`src/rtl/assert_macros.svh`:
```
// Assertion macros shared by the sampler RTL.
// Expects signals named clk and rst_n in the including scope.
`ifndef ASSERT_MACROS_SVH
`define ASSERT_MACROS_SVH

// Property checked at every clock edge outside of reset.
`define ASSERT_CLK(name, prop, msg) \
  name: assert property (@(posedge clk) disable iff (!rst_n) (prop)) else $error(msg);

// Condition in one cycle implies a condition in the next cycle.
`define ASSERT_NEXT(name, pre, post, msg) \
  name: assert property (@(posedge clk) disable iff (!rst_n) (pre) |=> (post)) else $error(msg);

`endif

```
`src/rtl/ldts_ram.sv`:
```
// Generic single-port-write, single-port-read RAM with registered read.
// No dependencies.
`default_nettype none

module ldts_ram #(
  parameter int WIDTH = 8,
  parameter int DEPTH = 16
) (
  input  wire logic                                    clk,
  input  wire logic                                    we,
  input  wire logic [((DEPTH > 1) ? $clog2(DEPTH) : 1)-1:0] waddr,
  input  wire logic [WIDTH-1:0]                        wdata,
  input  wire logic                                    re,
  input  wire logic [((DEPTH > 1) ? $clog2(DEPTH) : 1)-1:0] raddr,
  output      logic [WIDTH-1:0]                        rdata
);

  logic [WIDTH-1:0] mem_r [DEPTH];
  logic [WIDTH-1:0] rdata_r;

  always_ff @(posedge clk) begin
    if (we) begin
      mem_r[waddr] <= wdata;
    end
  end

  always_ff @(posedge clk) begin
    if (re) begin
      rdata_r <= mem_r[raddr];
    end
  end

  assign rdata = rdata_r;

endmodule

`default_nettype wire

```
`config.mk`:
```
export PLATFORM = sky130hd
export DESIGN_NAME = ldts_ram
export DESIGN_NICKNAME = d
export VERILOG_FILES = /design/src/rtl/assert_macros.svh /design/src/rtl/ldts_ram.sv
export SDC_FILE = /design/constraint.sdc
export NUM_CORES = 1
export LEC_CHECK = 0
export BUFFER_PORTS_ARGS = -buffer_cell sky130_fd_sc_hd__buf_2
export CAP_MARGIN = 20
export CORE_MARGIN = 4
export CORE_UTILIZATION = 33
export DETAILED_ROUTE_END_ITERATION = 12
export GPL_TIMING_DRIVEN = 0
export REMOVE_ABC_BUFFERS = 1
export SYNTH_ARGS = -nofsm -noshare
export SYNTH_HDL_FRONTEND = slang
export SYNTH_SLANG_ARGS = --single-unit
```
`constraint.sdc`:
```
create_clock -name clk -period 4.2 [get_ports clk]
set_input_delay 0.21 -clock clk [delete_from_list [all_inputs] [get_ports clk]]
set_output_delay 0.21 -clock clk [all_outputs]
set_load 0.02 [all_outputs]
```
=== Yosys cells after proc, flatten, opt, wreduce, memory -nomap -nowiden ===
Memory sizes are Yosys's and may differ from the RTL's. A register that Yosys moved wholly into a read port is not among the register bits.
Cells that the tools add are included.

* Register bits after elaboration: 0
* RAM bits: 128
* Input bits: 19
* Word-level logic and storage cells: 3
* Memories kept: 1

{| class="wikitable"
|+ Memories
! name !! words !! bits a word !! rd ports !! clocked after memory_dff !! write ports !! line !! RTL
|-
| mem_r || 16 || 8 || 1 || 1 || 1 || ldts_ram.sv:18 || <nowiki>logic [WIDTH-1:0] mem_r [DEPTH];</nowiki>
|}

* Muxes and demuxes: 2

{| class="wikitable"
|+ Operators with widths
! kind !! count
|-
| 1-bit 2-to-1 mux || 2
|}

=== Logic depth before layout (Yosys ltp) ===
Gate-level depths: netlist of the first run.

* Depth after elaboration: 2
* Depth in mapped cells: 5

=== Worst setup path before layout of the first run ===
No wires, ideal clock.

* Kind: input-to-reg
* Start point: in waddr[2] (netlist name)
* End point: mem mem_r[0][0] (enable)
* Data arrival time: 1320 ps
* Required time: 3817 ps
* Slack: 2497 ps
* Stages on the path: 2
* Cells stage by stage: or3b_2 > nor3_1

{| class="wikitable"
|+ RTL lines
! item !! line !! RTL
|-
| start: declaration || ldts_ram.sv:11 || <nowiki>input wire logic [((DEPTH > 1) ? $clog2(DEPTH) : 1)-1:0] waddr,</nowiki>
|-
| end: declaration || ldts_ram.sv:18 ||
|}

No word-level cell before the write port.

==> results of run 1 <==
cells in the mapped netlist (2+ instances only):
master | n | area [um2]
buf_6 | 3 | 33.8
nand2_1 | 9 | 33.8
edfxtp_1 | 136 | 4080
nor2_1 | 13 | 48.8
nand2b_1 | 2 | 12.5
nor3_1 | 4 | 20.0
clkdlybuf4s25_2 | 3 | 30.0
a22oi_1 | 16 | 120
mux4_1 | 14 | 368
nand3b_1 | 2 | 15.0
buf_2 | 3 | 15.0
mux4_2 | 18 | 405
cells by family (layout without fill, tap and decap cells):
kind of cell / after synthesis / count (layout) / synth area share [%]
buf+inv: 10 / 60 / 1.65
flops: 136 / 136 / 78.1
mux: 32 / 32 / 14.8
simple gates: 35 / 35 / 3.14
compound gates: 16 / 16 / 2.30
layout by cell type, fill, tap and decap left out, types with 2 or more instances in the layout:
| cell | netlist | routed |
|---|---|---|
| edfxtp_1 | 136 | 136 |
| buf_2 | 3 | 26 |
| mux4_2 | 18 | 18 |
| clkbuf_16 | 0 | 17 |
| a22oi_1 | 16 | 16 |
| mux4_1 | 14 | 14 |
| nor2_1 | 13 | 13 |
| nand2_1 | 9 | 9 |
| clkinvlp_4 | 0 | 5 |
| nor3_2 | 0 | 3 |
| bufinv_16 | 0 | 3 |
| inv_6 | 0 | 3 |
| nand3b_1 | 2 | 2 |
| nand2b_1 | 2 | 2 |
| clkinv_2 | 0 | 2 |
worst max-delay path: cells and delay by family:
kind	cells	cell delay (ns)
AO/OA/AOI/OAI	1	0.41
buffers and inverters	2	0.68
multiplexers	1	0.59
AND/OR/NAND/NOR	1	0.12
worst paths after layout:
kind / startpoint / to / depth (start not counted)
worst max-delay path: raddr[0] / rdata[2] / 5
worst min-delay path: re / rdata[2] / 1
worst max register to register: mem_r[2][2] / rdata[2] / 3
worst min register to register: mem_r[14][5] / rdata[5] / 3
area by class of cell:
| class | count | area share (%) |
|---|---|---|
| clock buffer | 18 | 6.94 |
| clock inverter | 14 | 2.79 |
| multi-input combinational | 83 | 17.4 |
| sequential | 136 | 66.1 |
| tap | 211 | 4.27 |
| timing repair buffer | 28 | 2.55 |
state kept, by name (all words and copies together) (netlist names):
| register | cells |
|---|---|
| rdata | 8 |
| mem_r | 128 |
per-stage QoR:
stage / setup WS (ns) / std cells / util [%] / cell area (um2) / hold slack, ns
final: 2.31 / 490 / 40.2 / 6180 / 0.139
after global routing: 2.24 / 490 / 40.2 / 6180 / 0.133
after CTS: 2.07 / 489 / 40.1 / 6160 / 0.134
after detailed placement: 1.63 / 457 / 36.2 / 5560 / 0.564
after global placement: 1.65 / 456 / 36.0 / 5540 / 0.555
after floorplan: 2.50 / 219 / - / 5140 / 0.309
power breakdown:
part | internal, uW | switching [uW]
clock | 937 | 577
combinational | 54.9 | 92.7
sequential | 1530 | 6.12
per-layer routing:
metal	wire length (um)	up-vias
met5	0	-
met4	197	0
met3	845	17
met2	4600	101
met1	4830	1267
li1	-	1062
==> results by group, run 1 <==
Timing
  • Slew HR: 34.4%
  • Unrepaired setup endpoints after global routing: false
  • Min Clock Period, post-route: 1.89 ns
  • Final setup vio count: 0
  • Tcrit/Tclk final: 44.9%
  • Clock skew: 0.00807 ns
  • Hold Vio Cnt, Final: 0
  • Slew Limit Fails: 0
  • Setup TNS: 0 ns
  • Measured slew at the worst slew-check pin: 0.981 ns
  • Max Fclk: 530 MHz

Global route
  • Number of global-route vias before repair: 2564
  • Gr busiest metal: met1
  • Antenna violations before repair: 0
  • M1 GR Usage: 18.6%
  • Met2 usage in global routing: 16.5%
  • GR Util All Layers: 12.4%
  • Largest net degree at the start of global routing: 33
  • First-pass GRT wire length: 16.0 mm
  • Grt ovf: 0
  • GRT met3 Usage: 4.46%

Layout
  • Syn-to-layout area delta: 18.2%
  • Multi-input logic area: 1070 um2
  • Antenna cells: 0
  • FILL cells: 1351
  • NumNets Final: 285
  • Share of cells above drive strength 1: 29.0%
  • Sequential Area: 4080 um2

CTS
  • Post-CTS Hold Buffers: 0
  • Clock sink total: 136
  • Clock buffer count from CTS: 17
  • H-tree Lvls: 4
  • Post-cts sizing count: 0
  • Clock Path Buffers: 2
  • CTS clk-pin slew, worst paths: 0.06 ns
  • Clock root cell: clkbuf_16
  • Clk_lat worst skew: 0.41 ns
  • TritonCTS clock tree: built
  • Post-CTS setup buffer count: 0

Power and ir drop
  • Power Total: 3200 uW
  • Worst IR Drop VDD: 0.000386 V
  • Pwr Density: 517 nW/um2
  • Leak: 0.00201 uW

Die
  • Full die area: 17900 um2
  • Initial Utilization: 34.0%
  • Ports: 27
  • CORE AREA: 15400 um2
  • Rows: 45
  • Die Y: 134 um
  • Die W: 134 um

Critical path
  • Crit. End Element: register
  • CP max FO: 19
  • Worst setup SP type: input port
  • Worst Setup Path Type: in2reg
  • Slowest-stage cell, CP: mux4_1
  • Required @ worst endpoint: 4.35 ns
  • Crit-path cells: buf_2 > buf_12 > mux4_1 > a22oi_1 > nand2_1
  • Crit path DAT: 2.03 ns
  • R2R setup slack: 2.52 ns
  • CP max stage delay: 0.59 ns

Synth
  • Primary FF master, synth: edfxtp_1
  • Unique cell type count in the Yosys netlist: 18
  • Post-synth ARST share: 0%
  • Seq/Total Area, Yosys: 78.1%
  • Post-synth EDFFs: 136
  • Syn. warnings: 0
  • Post-Syn Instances: 229
  • Mean Syn Cell Area: 22.8 um2
  • Area of the mapped netlist: 5230 um2
  • Number of synthesized register bits: 136

Detailed routing
  • Initial DRC count: 350
  • TritonRoute pass-1 iters: 4
  • Wire per inst: 21.4 um
  • Final ANT Viol Nets: 0
  • Vias post-DR: 2447
  • # DRC: 0
  • Vias per std cell: 4.99
  • Total wire length: 10.5 mm

Placed design
  • Final HPWL DP: 6.32 mm
  • Port bufs: 26
  • GPL Wtd Cong: 0.743

Outcome
  • Status: finished, final reports clean

Job
  • Max_cap viols: 0

Hold path
  • Min-delay worst type: in2reg
Note: power is estimated with default switching activity, not from simulation.
==> inputs of run 2 (changes only) <==
==> constraint.sdc (replaced) <==
create_clock -name clk -period 1.5 [get_ports clk]
set_input_delay 0.075 -clock clk [delete_from_list [all_inputs] [get_ports clk]]
set_output_delay 0.075 -clock clk [all_outputs]
set_load 0.02 [all_outputs]
==> run 2 against run 1 <==
Effect of this change: sequential power rose to 2.8 times the previous value; via count increased by 0.12%; setup slack worse by 2.3 ns; critical path depth decreased by 2; cell count did not move; critical path type is now reg2reg.
==> results by group, run 2 (synthesis results as in run 1) <==
Detailed routing
  • TritonRoute pass-1 iters: 4
  • # DRC: 0
  • Wire per inst: 21.6 um
  • Total wire length: 10.6 mm
  • Vias per std cell: 5.00
  • Final ANT Viol Nets: 0
  • Vias post-DR: 2450
  • Initial DRC count: 358

Power and ir drop
  • Worst IR Drop VDD: 0.00108 V
  • Power Total: 8940 uW
  • Pwr Density: 1450 nW/um2
  • Leak: 0.00197 uW

Critical path
  • CP max FO: 1
  • Crit-path cells: mux4_2 > a22oi_2 > nand2_1
  • Crit. End Element: register
  • Slowest-stage cell, CP: mux4_2
  • Required @ worst endpoint: 1.64 ns
  • Worst setup SP type: register
  • CP max stage delay: 0.49 ns
  • Worst Setup Path Type: reg2reg
  • Worst Path Buf+Inv: 0
  • Top delay family on crit path: multiplexers
  • Crit path DAT: 1.63 ns

CTS
  • CTS clk-pin slew, worst paths: 0.06 ns
  • Clock buffer count from CTS: 17
  • H-tree Lvls: 4
  • Clk_lat worst skew: 0.41 ns
  • Clock sink total: 136
  • TritonCTS clock tree: built
  • Clock Path Buffers: 2
  • Clock root cell: clkbuf_16

Layout
  • Antenna cells: 0
  • Most frequent cells in the layout: edfxtp_1 (136), mux4_2 (26), buf_2 (25), clkbuf_16 (17), nor2_1 (13)
  • Final instance area: 6190 um2
  • Commonest non-fill, non-tap cell in the layout: edfxtp_1
  • Syn-to-layout area delta: 18.4%
  • Share of cells above drive strength 1: 34.8%
  • Layout Cells excl Fill: 490
  • NumNets Final: 285
  • Largest Register: mem_r
  • Number of flip-flops under the largest register name: 128
  • Final core occ: 40.3%
  • FILL cells: 1340

Timing
  • Unrepaired setup endpoints after global routing: true
  • Clock skew: 0.00874 ns
  • Tcrit/Tclk final: 99.0%
  • Slew HR: 32.6%
  • Final setup vio count: 0
  • Hold slack: 0.0495 ns
  • Slew Limit Fails: 0
  • Hold Vio Cnt, Final: 0
  • Max Fclk: 674 MHz
  • Measured slew at the worst slew-check pin: 1.01 ns
  • Min Clock Period, post-route: 1.48 ns

Global route
  • Antenna violations before repair: 0
  • GR Util All Layers: 12.6%
  • Number of global-route vias before repair: 2561
  • GRT met3 Usage: 3.98%
  • Grt ovf: 0
  • Met2 usage in global routing: 16.8%
  • Gr busiest metal: met1
  • Largest net degree at the start of global routing: 33
  • First-pass GRT wire length: 16.1 mm
  • M1 GR Usage: 19.2%

Die
  • Rows: 45
  • CORE AREA: 15400 um2
  • Die Y: 134 um
  • Die W: 134 um
  • Initial Utilization: 34.0%
  • Full die area: 17900 um2
  • Ports: 27

Hold path
  • Min-delay worst type: in2reg

Outcome
  • Status: finished, final reports clean

Placed design
  • GPL Wtd Cong: 0.743
  • Final HPWL DP: 6.32 mm
  • Port bufs: 26
  • DP Area: 5560 um2
  • Cells after DPL: 457

Job
  • Max_cap viols: 0
[run 2: routing by layer]
layer,share of wire (%),vias up
li1,-,1054
met1,45,1281
met2,45,107
met3,9.5,8
met4,0.95,0
met5,0,-
[run 2: through the flow]
step / setup TNS, ns / setup slack, ns
after floorplan: -0.543 / -0.0679
after global placement: -31.15 / -0.912
after detailed placement: -23.30 / -0.934
after CTS: 0 / 0.00241
after global routing: -0.0889 / -0.0316
final: 0 / 0.0156
[run 2: cell type report]
cell class | instances | area, um2 | share of cell area (%)
flip-flops and latches | 136 | 4080 | 66.0
multi-input cells | 83 | 1080 | 17.5
clock buffers | 18 | 429 | 6.93
well taps | 211 | 264 | 4.27
clock inverters | 14 | 173 | 2.79
repair buffers | 28 | 154 | 2.49
[run 2: worst paths after layout]
kind	startpoint	end	slack (ns)	depth (start not counted)
setup / recovery	mem_r[4][0]	rdata[0]	0.02	3
setup reg to reg	mem_r[4][0]	rdata[0]	0.02	3
hold reg to reg	mem_r[14][7]	rdata[7]	0.76	3
hold / removal	wdata[3]	mem_r[1][3]	0.05	1
[run 2: repair_timing]
action,4_1_cts,5_1_grt
setup endpoints to repair,8,7
hold endpoints to repair,2,0
pin swaps,6,5
gates resized for setup,13,6
hold buffers,1,0
setup buffers,0,0
[run 2: power breakdown]
part / internal, uW / switching, uW
Clock: 2620 / 1590
Sequential: 4280 / 18.4
Combinational: 162 / 267
Total: 7070 / 1880
==> inputs of run 3 (changes only) <==
--- a/config.mk
+++ b/config.mk
@@ -5,6 +5,7 @@
 export SDC_FILE = /design/constraint.sdc
 export NUM_CORES = 1
 export LEC_CHECK = 0
+export ABC_AREA = 1
 export BUFFER_PORTS_ARGS = -buffer_cell sky130_fd_sc_hd__buf_2
 export CAP_MARGIN = 20
 export CORE_MARGIN = 4
==> run 3 against run 2 <==
Effect of this change: sequential cell count is the same; first-iteration DRC count grew 20%; utilization shrank 1.8 points; critical path type is now in2reg; critical endpoint is now rdata[5]; largest power group unchanged; highest routed layer unchanged.
==> results by group, run 3 <==
Outcome
  • Status: finished, final reports clean

Detailed routing
  • Vias post-DR: 3700
  • Final ANT Viol Nets: 0
  • Initial DRC count: 429
  • # DRC: 0
  • Total wire length: 12.7 mm
  • TritonRoute pass-1 iters: 5
  • Vias per std cell: 4.56
  • Wire per inst: 15.6 um

Synth
  • Post-synth top cells: nand2_1 (173), edfxtp_1 (136), inv_1 (100), nand3_1 (97), nor2_1 (17)
  • Top post-synthesis cells by area: edfxtp_1 (70%), nand2_1 (11%), nand3_1 (8.3%)
  • Most frequent cell after synthesis: nand2_1
  • Post-synth EDFFs: 136
  • Syn. warnings: 0
  • Primary FF master, synth: edfxtp_1
  • Share of the synthesized area in the top cell type: 69.8%
  • Number of synthesized register bits: 136
  • Area of the mapped netlist: 5850 um2
  • Seq/Total Area, Yosys: 69.8%
  • Post-synth ARST share: 0%
  • Post-synth top area cell: edfxtp_1
  • Mean Syn Cell Area: 10.6 um2
  • Unique cell type count in the Yosys netlist: 11
  • Post-Syn Instances: 551

Placed design
  • Final HPWL DP: 7.57 mm
  • Cells after DPL: 779
  • Port bufs: 26
  • GPL Wtd Cong: 0.739

Critical path
  • Worst Path Buf+Inv: 2
  • Crit path DAT: 1.51 ns
  • Crit-path cells: buf_4 > inv_4 > nand2_1 > nand3_1 > nand3_1 > nand3_1 > nand2_1
  • R2R cell count: 6
  • Top delay family on crit path: buffers and inverters
  • Reg2reg end: rdata[5]
  • Worst r2r src: mem_r[4][5]
  • Required @ worst endpoint: 1.65 ns
  • Slowest-stage cell, CP: inv_4
  • CP max FO: 64
  • Crit. End Element: register
  • CP max stage delay: 0.52 ns
  • Top cell by count, worst path: nand3_1
  • Worst Setup Path Type: in2reg
  • Worst path depth: 7
  • Worst setup SP type: input port
  • R2R setup slack: 0.29 ns

Layout
  • Syn-to-layout area delta: 14.1%
  • FILL cells: 1654
  • Layout Cells excl Fill: 812
  • Largest Register: mem_r
  • Most frequent cells in the layout: nand2_1 (173), edfxtp_1 (136), inv_1 (100), nand3_1 (97), buf_2 (24)
  • Share of cells above drive strength 1: 9.20%
  • Commonest non-fill, non-tap cell in the layout: nand2_1
  • NumNets Final: 593
  • Final core occ: 38.5%
  • Number of flip-flops under the largest register name: 128
  • Antenna cells: 0

CTS
  • TritonCTS clock tree: built
  • Clock sink total: 136
  • Clk_lat worst skew: 0.42 ns
  • Clock Path Buffers: 2
  • Clock buffer count from CTS: 17
  • H-tree Lvls: 4
  • CTS clk-pin slew, worst paths: 0.05 ns
  • Clock root cell: clkbuf_16
  • Post-CTS setup buffer count: 0

Timing
  • Setup TNS: 0 ns
  • Clock skew: 0.00663 ns
  • Slew HR: 41.2%
  • Final setup vio count: 0
  • Hold Vio Cnt, Final: 0
  • Slew Limit Fails: 0
  • Unrepaired setup endpoints after global routing: false
  • Max Fclk: 738 MHz
  • Tcrit/Tclk final: 90.4%
  • Measured slew at the worst slew-check pin: 0.879 ns
  • Min Clock Period, post-route: 1.36 ns

Die
  • Rows: 48
  • Die Y: 141 um
  • Full die area: 19900 um2
  • CORE AREA: 17400 um2
  • Die W: 141 um
  • Initial Utilization: 33.7%
  • Ports: 27

Job
  • Max_cap viols: 0

Global route
  • Antenna violations before repair: 0
  • Number of global-route vias before repair: 3549
  • Largest net degree at the start of global routing: 65
  • GR Util All Layers: 13.5%
  • First-pass GRT wire length: 19.8 mm
  • Grt ovf: 0

Hold path
  • Hold Crit Depth: 1
  • Hold Startpoint: wdata[0]
  • Min-Delay Endpoint: mem_r[7][0]
  • Min-delay worst type: in2reg

Power and ir drop
  • Pwr Density: 1300 nW/um2
  • Power Total: 8680 uW
  • Leak: 0.00281 uW
  • Worst IR Drop VDD: 0.000777 V
==> run 3: kinds of logic after synthesis <==
family | count (synthesis) | share of synthesized area, %
AND/OR/NAND/NOR | 289 | 20.8
flip-flops | 136 | 69.8
buffers and inverters | 126 | 9.39
==> run 3: worst max path at each step <==
stage	slack, ns	startpoint	endpoint
6_report	0.14	raddr[0]	rdata[5]
2_1_floorplan	0.30	raddr[0]	rdata[2]
5_1_grt	0.03	raddr[0]	rdata[3]
3_3_place_gp	-1.28	raddr[0]	rdata[2]
3_5_place_dp	-0.73	raddr[0]	rdata[5]
4_1_cts	0.18	raddr[0]	rdata[5]
==> run 3: per-layer routing <==
| layer | track usage [%] | vias to the layer above | wire, um |
|---|---|---|---|
| li1 | - | 1822 | - |
| met1 | 18.0 | 1734 | 5520 |
| met2 | 21.0 | 123 | 6080 |
| met3 | 3.49 | 21 | 851 |
| met4 | 5.30 | 0 | 249 |
| met5 | 0 | - | 0 |
==> run 3: cell type report <==
class,count,area (um2),share of cell area (%)
inverters,102,385,5.77
flip-flops and latches,136,4080,61.2
clock inverters,13,111,1.67
repair buffers,28,165,2.47
clock buffers,19,433,6.49
multi-input cells,289,1210,18.2
well taps,225,282,4.22
==> run 3: what timing repair did <==
action,4_1_cts,5_1_grt
hold buffers,1,0
resized for setup,3,0
endpoints found under the setup margin,8,0
endpoints found under the hold margin,8,0
==> run 3: where the power goes <==
| part | total (uW) | internal [uW] | switching [uW] |
|---|---|---|---|
| Clock | 3860 | 2390 | 1470 |
| Sequential | 4300 | 4280 | 18.4 |
| Combinational | 518 | 136 | 382 |
==> run 3: worst register-to-register path, delay by kind of cell (launching register included) <==
family / cells / cell delay (ns)
flops: 1 / 0.35
buf+inv: 1 / 0.06
simple gates: 5 / 0.54
==> run 3: through the flow <==
step / worst slack [ns] / hold slack [ns] / cell area, um2
2_1_floorplan: 0.304 / 0.174 / 5680
3_3_place_gp: -1.28 / 0.408 / 6090
6_report: 0.144 / 0.0730 / 6670
5_1_grt: 0.0328 / 0.0731 / 6670
4_1_cts: 0.184 / 0.0612 / 6670
3_5_place_dp: -0.732 / 0.420 / 6110
